File: config.mk
export PLATFORM = sky130hd
export DESIGN_NAME = fpte_div
export DESIGN_NICKNAME = d
export VERILOG_FILES = /design/src/rtl/fpte_pkg.sv /design/src/rtl/fpte_div.sv
export SDC_FILE = /design/constraint.sdc
export NUM_CORES = 1
export LEC_CHECK = 0
export BUFFER_PORTS_ARGS = -buffer_cell sky130_fd_sc_hd__buf_2
export CAP_MARGIN = 10
export CORE_ASPECT_RATIO = 0.6
export CORE_MARGIN = 2
export CORE_UTILIZATION = 45
export CTS_CLUSTER_SIZE = 28
export DETAILED_ROUTE_END_ITERATION = 8
export PLACE_DENSITY = 0.69
export SLEW_MARGIN = 25
export SYNTH_ARGS = -nofsm -noshare
export SYNTH_HDL_FRONTEND = slang
export SYNTH_SLANG_ARGS = --single-unit
File: constraint.sdc
create_clock -name clk -period 2.6 [get_ports clk]
set_clock_uncertainty 0.15 [all_clocks]
set_input_delay 0.26 -clock clk [delete_from_list [all_inputs] [get_ports clk]]
set_output_delay 0.26 -clock clk [all_outputs]
set_load 0.05 [all_outputs]
File: src/rtl/fpte_pkg.sv
package fpte_pkg;

	// Default configuration of the object table.
	localparam int NUM_OBJECTS_DEF = 16;
	localparam int FRAC_BITS_DEF   = 16;

	// Fixed widths and limits.
	localparam int DATA_W      = 32;
	localparam int FRAME_W     = 15;
	localparam int NUM_COMP    = 5;
	localparam int NUM_TYPES   = 3;
	localparam int MAX_RESULTS = 16;
	localparam int K_W         = $clog2(MAX_RESULTS + 1);

	// Request codes.
	localparam logic [3:0] REQ_SET_LOC   = 4'd0;
	localparam logic [3:0] REQ_SET_SIZE  = 4'd1;
	localparam logic [3:0] REQ_SET_ALPHA = 4'd2;
	localparam logic [3:0] REQ_MOVE      = 4'd3;
	localparam logic [3:0] REQ_SCALE     = 4'd4;
	localparam logic [3:0] REQ_ALPHA_TO  = 4'd5;
	localparam logic [3:0] REQ_TICK      = 4'd6;
	localparam logic [3:0] REQ_STOP      = 4'd7;
	localparam logic [3:0] REQ_READ      = 4'd8;

	// Component slots inside an entry.
	localparam logic [2:0] COMP_X = 3'd0;
	localparam logic [2:0] COMP_Y = 3'd1;
	localparam logic [2:0] COMP_W = 3'd2;
	localparam logic [2:0] COMP_H = 3'd3;
	localparam logic [2:0] COMP_A = 3'd4;

	// Step types.
	localparam logic [1:0] STEP_MOVE  = 2'd0;
	localparam logic [1:0] STEP_SCALE = 2'd1;
	localparam logic [1:0] STEP_ALPHA = 2'd2;

	typedef enum logic [3:0] {
		ST_IDLE,
		ST_RD,
		ST_LOAD,
		ST_EXEC,
		ST_DIVS,
		ST_DIVW,
		ST_SMUL,
		ST_SACC,
		ST_SCLR,
		ST_WR,
		ST_EMIT,
		ST_NEXT
	} state_t;

	typedef struct packed {
		logic [3:0]         req_type;
		logic [3:0]         obj_index;
		logic signed [15:0] value_a;
		logic signed [15:0] value_b;
		logic signed [31:0] alpha_target;
		logic [14:0]        frame_count;
		logic [2:0]         stop_type_mask;
		logic               stop_all_objects;
		logic               stop_finish;
	} req_word_t;

	typedef struct packed {
		logic [3:0]         out_index;
		logic signed [31:0] pos_x;
		logic signed [31:0] pos_y;
		logic signed [31:0] size_w;
		logic signed [31:0] size_h;
		logic signed [31:0] alpha_level;
		logic [2:0]         active_mask;
		logic               idle_tick;
		logic               last;
	} rsp_word_t;

	// One object: properties, increments and frames left per step type.
	typedef struct packed {
		logic [NUM_COMP-1:0][DATA_W-1:0]   prop;
		logic [NUM_COMP-1:0][DATA_W-1:0]   inc;
		logic [NUM_TYPES-1:0][FRAME_W-1:0] frames;
	} entry_t;

	typedef struct packed {
		logic              start;
		logic [DATA_W-1:0] dividend;
		logic [FRAME_W-1:0] divisor;
	} div_req_t;

	typedef struct packed {
		logic              busy;
		logic              done;
		logic [DATA_W-1:0] quotient;
	} div_rsp_t;

	// Step type that owns a component.
	function automatic logic [1:0] comp_type(input logic [2:0] c);
		logic [1:0] t;
		if (c < COMP_W) begin
			t = STEP_MOVE;
		end else if (c < COMP_A) begin
			t = STEP_SCALE;
		end else begin
			t = STEP_ALPHA;
		end
		return t;
	endfunction

endpackage

File: src/rtl/fpte_div.sv
module fpte_div (
	input  logic                clk,
	input  logic                arst_n,
	input  fpte_pkg::div_req_t  dreq,
	output fpte_pkg::div_rsp_t  drsp
);

	localparam int CNT_W = $clog2(fpte_pkg::DATA_W + 1);

	logic [fpte_pkg::FRAME_W-1:0] rem_q;
	logic [fpte_pkg::DATA_W-1:0]  quo_q;
	logic [fpte_pkg::FRAME_W-1:0] div_q;
	logic [CNT_W-1:0]             cnt_q;
	logic                         neg_q;
	logic                         busy_q;
	logic                         done_q;

	logic [fpte_pkg::FRAME_W:0]   shifted;
	logic                         ge;

	// One restoring step per cycle on the magnitude.
	assign shifted = {rem_q, quo_q[fpte_pkg::DATA_W-1]};
	assign ge      = shifted >= {1'b0, div_q};

	always_ff @(posedge clk or negedge arst_n) begin
		if (!arst_n) begin
			busy_q <= 1'b0;
			done_q <= 1'b0;
			cnt_q  <= '0;
		end else if (dreq.start) begin
			busy_q <= 1'b1;
			done_q <= 1'b0;
			cnt_q  <= CNT_W'(fpte_pkg::DATA_W);
		end else if (busy_q) begin
			cnt_q <= cnt_q - 1'b1;
			if (cnt_q == CNT_W'(1)) begin
				busy_q <= 1'b0;
				done_q <= 1'b1;
			end
		end else begin
			done_q <= 1'b0;
		end
	end

	always_ff @(posedge clk) begin
		if (dreq.start) begin
			rem_q <= '0;
			quo_q <= dreq.dividend[fpte_pkg::DATA_W-1] ? -dreq.dividend : dreq.dividend;
			neg_q <= dreq.dividend[fpte_pkg::DATA_W-1];
			div_q <= dreq.divisor;
		end else if (busy_q) begin
			rem_q <= ge ? fpte_pkg::FRAME_W'(shifted - {1'b0, div_q})
				: fpte_pkg::FRAME_W'(shifted);
			quo_q <= {quo_q[fpte_pkg::DATA_W-2:0], ge};
		end
	end

	// Truncating signed quotient.
	assign drsp.busy     = busy_q;
	assign drsp.done     = done_q;
	assign drsp.quotient = neg_q ? -quo_q : quo_q;

endmodule

Word-level counts from Yosys, hierarchy flattened. Cells that the tools add are included.

Register bits: 71. Input bits: 50. Output and inout port bits: 34. Logic and storage cells: 28.

Add/subtract/negate cells: 4. Order comparisons: 1. Eq/ne operators: 2. Mux-type cells: 13. Reductions and logical operators: 1.

Operators by type and width (number): $mux 32 (4); $neg 32->32 (2); $ge 16x15->1 (1); $mux 15 (1); $sub 15x15->15 (1); $mux 6 (2); $eq 6x1->1 const B (1); $mux 1 (6); $sub 6x1->6 const B (1); $ne 3x2->1 const B (1); $reduce_bool 2->1 (1).

Depth between registers and ports, before layout.
Depth after elaboration: 4. Gate-level depth with buffers: 11. Gate-level depth less buffers: 10.

Worst setup path after synthesis. Ideal clock, no wire load.

Path kind: flip-flop to output port. From: reg quo_q[0] in the netlist's numbering. To: out drsp[24] in the netlist's numbering. Arrival time: 2.549 ns. Required time: 2.190 ns. Setup slack: -0.359 ns. Stages on the path, launching flop included: 10. Cell sequence: edfxtp_1 -> inv_1 -> ha_1 -> nand2b_1 -> or3_1 -> or3_1 -> nand2b_1 -> nand2b_1 -> o41ai_1 -> xnor2_1.

RTL lines: from (decl) (RTL line fpte_div.sv:11) `logic [fpte_pkg::DATA_W-1:0] quo_q;`; from (signal assigned) (RTL line fpte_div.sv:48) `quo_q <= dreq.dividend[fpte_pkg::DATA_W-1] ? -dreq.dividend : dreq.dividend;`; from (signal assigned) (RTL line fpte_div.sv:54) `quo_q <= {quo_q[fpte_pkg::DATA_W-2:0], ge};`; to (decl) (RTL line fpte_div.sv:5) `output fpte_pkg::div_rsp_t drsp`.

==> flow_summary.ini <==
[critical_path]
crit_family = simple AND/OR/NAND/NOR gates
endpoint_kind = primary output
cpMostUsedCell = nand2b_4
cpPeakStageDelay_ns = 0.42
crit_type = flip-flop to primary output
crit-reg2reg-launch = quo_q[31]$_DFFE_PP_
cp_slowest_cell = edfxtp_1
cp-start-kind = flip-flop
cp_cell_sequence = inv_2 > ha_4 > nand2b_1 > or3_1 > or3_4 > nand2b_4 > nand2b_4 > buf_12 > o31ai_4 > xnor2_4 > buf_6
required_ns = 2.19
regToRegEndpoint = rem_q[14]$_SDFFE_PP0P_
cp_max_fo = 4
reg2reg_slack_ns = -0.11
cp_num_buf_inv = 3
rr_worst_depth = 10
crit_arrival_ns = 2.80

[status]
status = complete, but fails checks
violations = setup timing

[synth]
postSynthAreaPerCell_sq_um = 9.293
synth_warnings = 0
yosys_register_bits = 71
synthFlopType = edfxtp_1
syn_nets = 599
netlist_area_sq_mm = 0.004916
seq_area_frac_synth = 0.3950
synth_cell_types = 53
async_reset_ff_frac = 0.1127
synthCells = 529
synth-edff-count = 48

[clocking]
clk_pin_slew_ns = 0.06
root_buffer = clkbuf_16
numCtsBuffers = 9
cts.htree.levels = 3
clock_latency_ns = 0.34
tritoncts = yes
cts_buffer_depth = 2
cts_sinks = 71

[layout]
finalInstanceArea_sq_mm = 0.007566
final_nets = 785
final_util = 0.7141
layout-drive-gt1-share = 0.4056
layout_commonest_cell = buf_4
final_cell_mix = buf_4 (93), nor2_1 (62), buf_2 (58), edfxtp_1 (48), a21oi_1 (40)
antennaDiodeCount = 0
syn_to_final_growth_pct = 53.91
n_fill_cell = 760

[drt]
drc = 0
wl_per_cell_um = 16.53
vias = 4695
drt_pass1_iterations = 5
ant_nets = 0
totalWireLength_um = 14200
first_iter_violations = 405
viasPerCell = 5.466

[global_routing]
grtUsageTotal = 0.2316
grt_pass1_wl_um = 21650
grt_max_degree = 101
grt_pass1_vias = 4290
grt-ovfl-total = 0
grt_antenna_before_repair = 0

[timing]
fmax_ghz = 0.3114
setup_violations = 34
rsz0062_at_grt = yes
fin_ws_ns = -0.6115
relSlewSlack = 0.5900
hold_viol_final = 0
holdWs_ns = 0.1449
fin_tns_setup_ns = -8.575
fin_crit_sh = 1.235
worstMarginPinSlew_ns = 0.6065
fin_crit_ns = 3.212
slew_viol_final = 0

[power]
power_leakage_nw = 3.148
power_mw = 6.746
ir_drop_mv = 0.4686
cellPowerDensity_mw_per_mm2 = 891.6

[die]
die_h_um = 84.96
design.core.area_sq_mm = 0.01060
io_pins = 84
rows = 29
dieArea_sq_mm = 0.01180
initial_utilization = 0.4640
die_w_um = 138.9

[placement]
finalWeightedCongestion = 0.9052
postPlaceCellArea_sq_mm = 0.006342
place_hpwl_um = 9640
port-buffer-count = 83

[job]
cap_violations = 0

[hold_path]
min_path_type = primary input to async pin
-- how the worst max path moves through the flow --
| stage | startpoint | end | slack (ns) | cells after the start |
|---|---|---|---|---|
| 2_1_floorplan | quo_q[24]$_DFFE_PP_ | drsp[31] | -0.18 | 5 |
| 3_5_place_dp | quo_q[1]$_DFFE_PP_ | drsp[24] | -0.30 | 10 |
| 5_1_grt | quo_q[1]$_DFFE_PP_ | drsp[28] | -0.70 | 11 |
| 4_1_cts | quo_q[24]$_DFFE_PP_ | drsp[31] | -0.55 | 6 |
| 3_3_place_gp | quo_q[1]$_DFFE_PP_ | drsp[24] | -0.27 | 10 |
| 6_report | quo_q[1]$_DFFE_PP_ | drsp[28] | -0.61 | 11 |
-- registers in the layout, summed over array words and instances (netlist names) --
register  flops
quo_q        32
div_q        15
rem_q        15
cnt_q         6
busy_q        1
done_q        1
neg_q         1
-- report_power, final --
group          leakage [nW]  internal, mW  switching [mW]
clock                 0.158         0.843           0.503
combinational          2.29          1.71            1.99
sequential            0.702          1.48           0.222
total                  3.15          4.03            2.72
-- area by class of cell --
cell class,count,area [sq um],share of cell area
Tap cell,139,173.9,0.02299
Clock inverter,7,95.09,0.01257
Multi-Input combinational cell,406,3481,0.4601
Inverter,28,105.1,0.01389
Clock buffer,9,225.2,0.02977
Sequential cell,71,1942,0.2567
Timing Repair Buffer,199,1544,0.2041
-- through the flow --
| step | cells | worst slack [ns] |
|---|---|---|
| final | 859 | -0.6115 |
| after global routing | 859 | -0.7041 |
| after CTS | 852 | -0.5513 |
| after detailed placement | 808 | -0.3030 |
| after global placement | 808 | -0.2686 |
| after floorplan | 529 | -0.1820 |
-- cell families after synthesis --
group | Yosys count | share of synthesized area
compound gates | 139 | 0.1876
xor+xnor | 74 | 0.1318
fa+ha+maj | 20 | 0.05243
buf+inv | 52 | 0.04225
flops | 71 | 0.3950
mux | 13 | 0.02723
simple gates | 160 | 0.1637
-- metal layers --
| layer | GRT usage | vias up | part of all wire |
|---|---|---|---|
| met5 | 0 | - | 0 |
| met4 | 0.07163 | 0 | 0.019 |
| met3 | 0.04684 | 25 | 0.068 |
| met2 | 0.3381 | 177 | 0.44 |
| met1 | 0.3467 | 2187 | 0.47 |
| li1 | - | 2306 | - |
-- cells in the mapped netlist, types with 3 or more instances --
cell | n | area share
a211oi_1 | 12 | 0.018
a21o_1 | 4 | 0.0061
a21oi_1 | 43 | 0.044
buf_1 | 3 | 0.0023
buf_4 | 3 | 0.0046
clkbuf_1 | 17 | 0.013
dfrtp_1 | 8 | 0.041
dfxtp_1 | 15 | 0.061
edfxtp_1 | 48 | 0.29
ha_1 | 19 | 0.048
inv_1 | 28 | 0.021
mux2_2 | 3 | 0.0069
mux2i_1 | 10 | 0.020
nand2_1 | 32 | 0.024
nand2b_1 | 10 | 0.013
nand3_1 | 5 | 0.0051
nand4_1 | 4 | 0.0051
nor2_1 | 62 | 0.047
nor2b_1 | 5 | 0.0064
nor3_1 | 7 | 0.0071
nor4_1 | 7 | 0.0089
o21a_1 | 4 | 0.0061
o21ai_0 | 28 | 0.029
o21ai_1 | 4 | 0.0041
o31ai_1 | 21 | 0.032
o41ai_1 | 9 | 0.016
or3_1 | 7 | 0.0089
or4_1 | 7 | 0.011
or4_4 | 3 | 0.0069
xnor2_1 | 44 | 0.078
xor2_1 | 30 | 0.053
-- timing repair --
action | 4_1_cts | 5_1_grt
gates resized for setup | 92 | 47
gates cloned | 0 | 0
hold buffers | 16 | 0
buffers inserted | 13 | 7
endpoints found under the setup margin | 28 | 41
pin swaps | 25 | 20
hold endpoints to repair | 23 | 0
(Power assumes the default switching activity.)
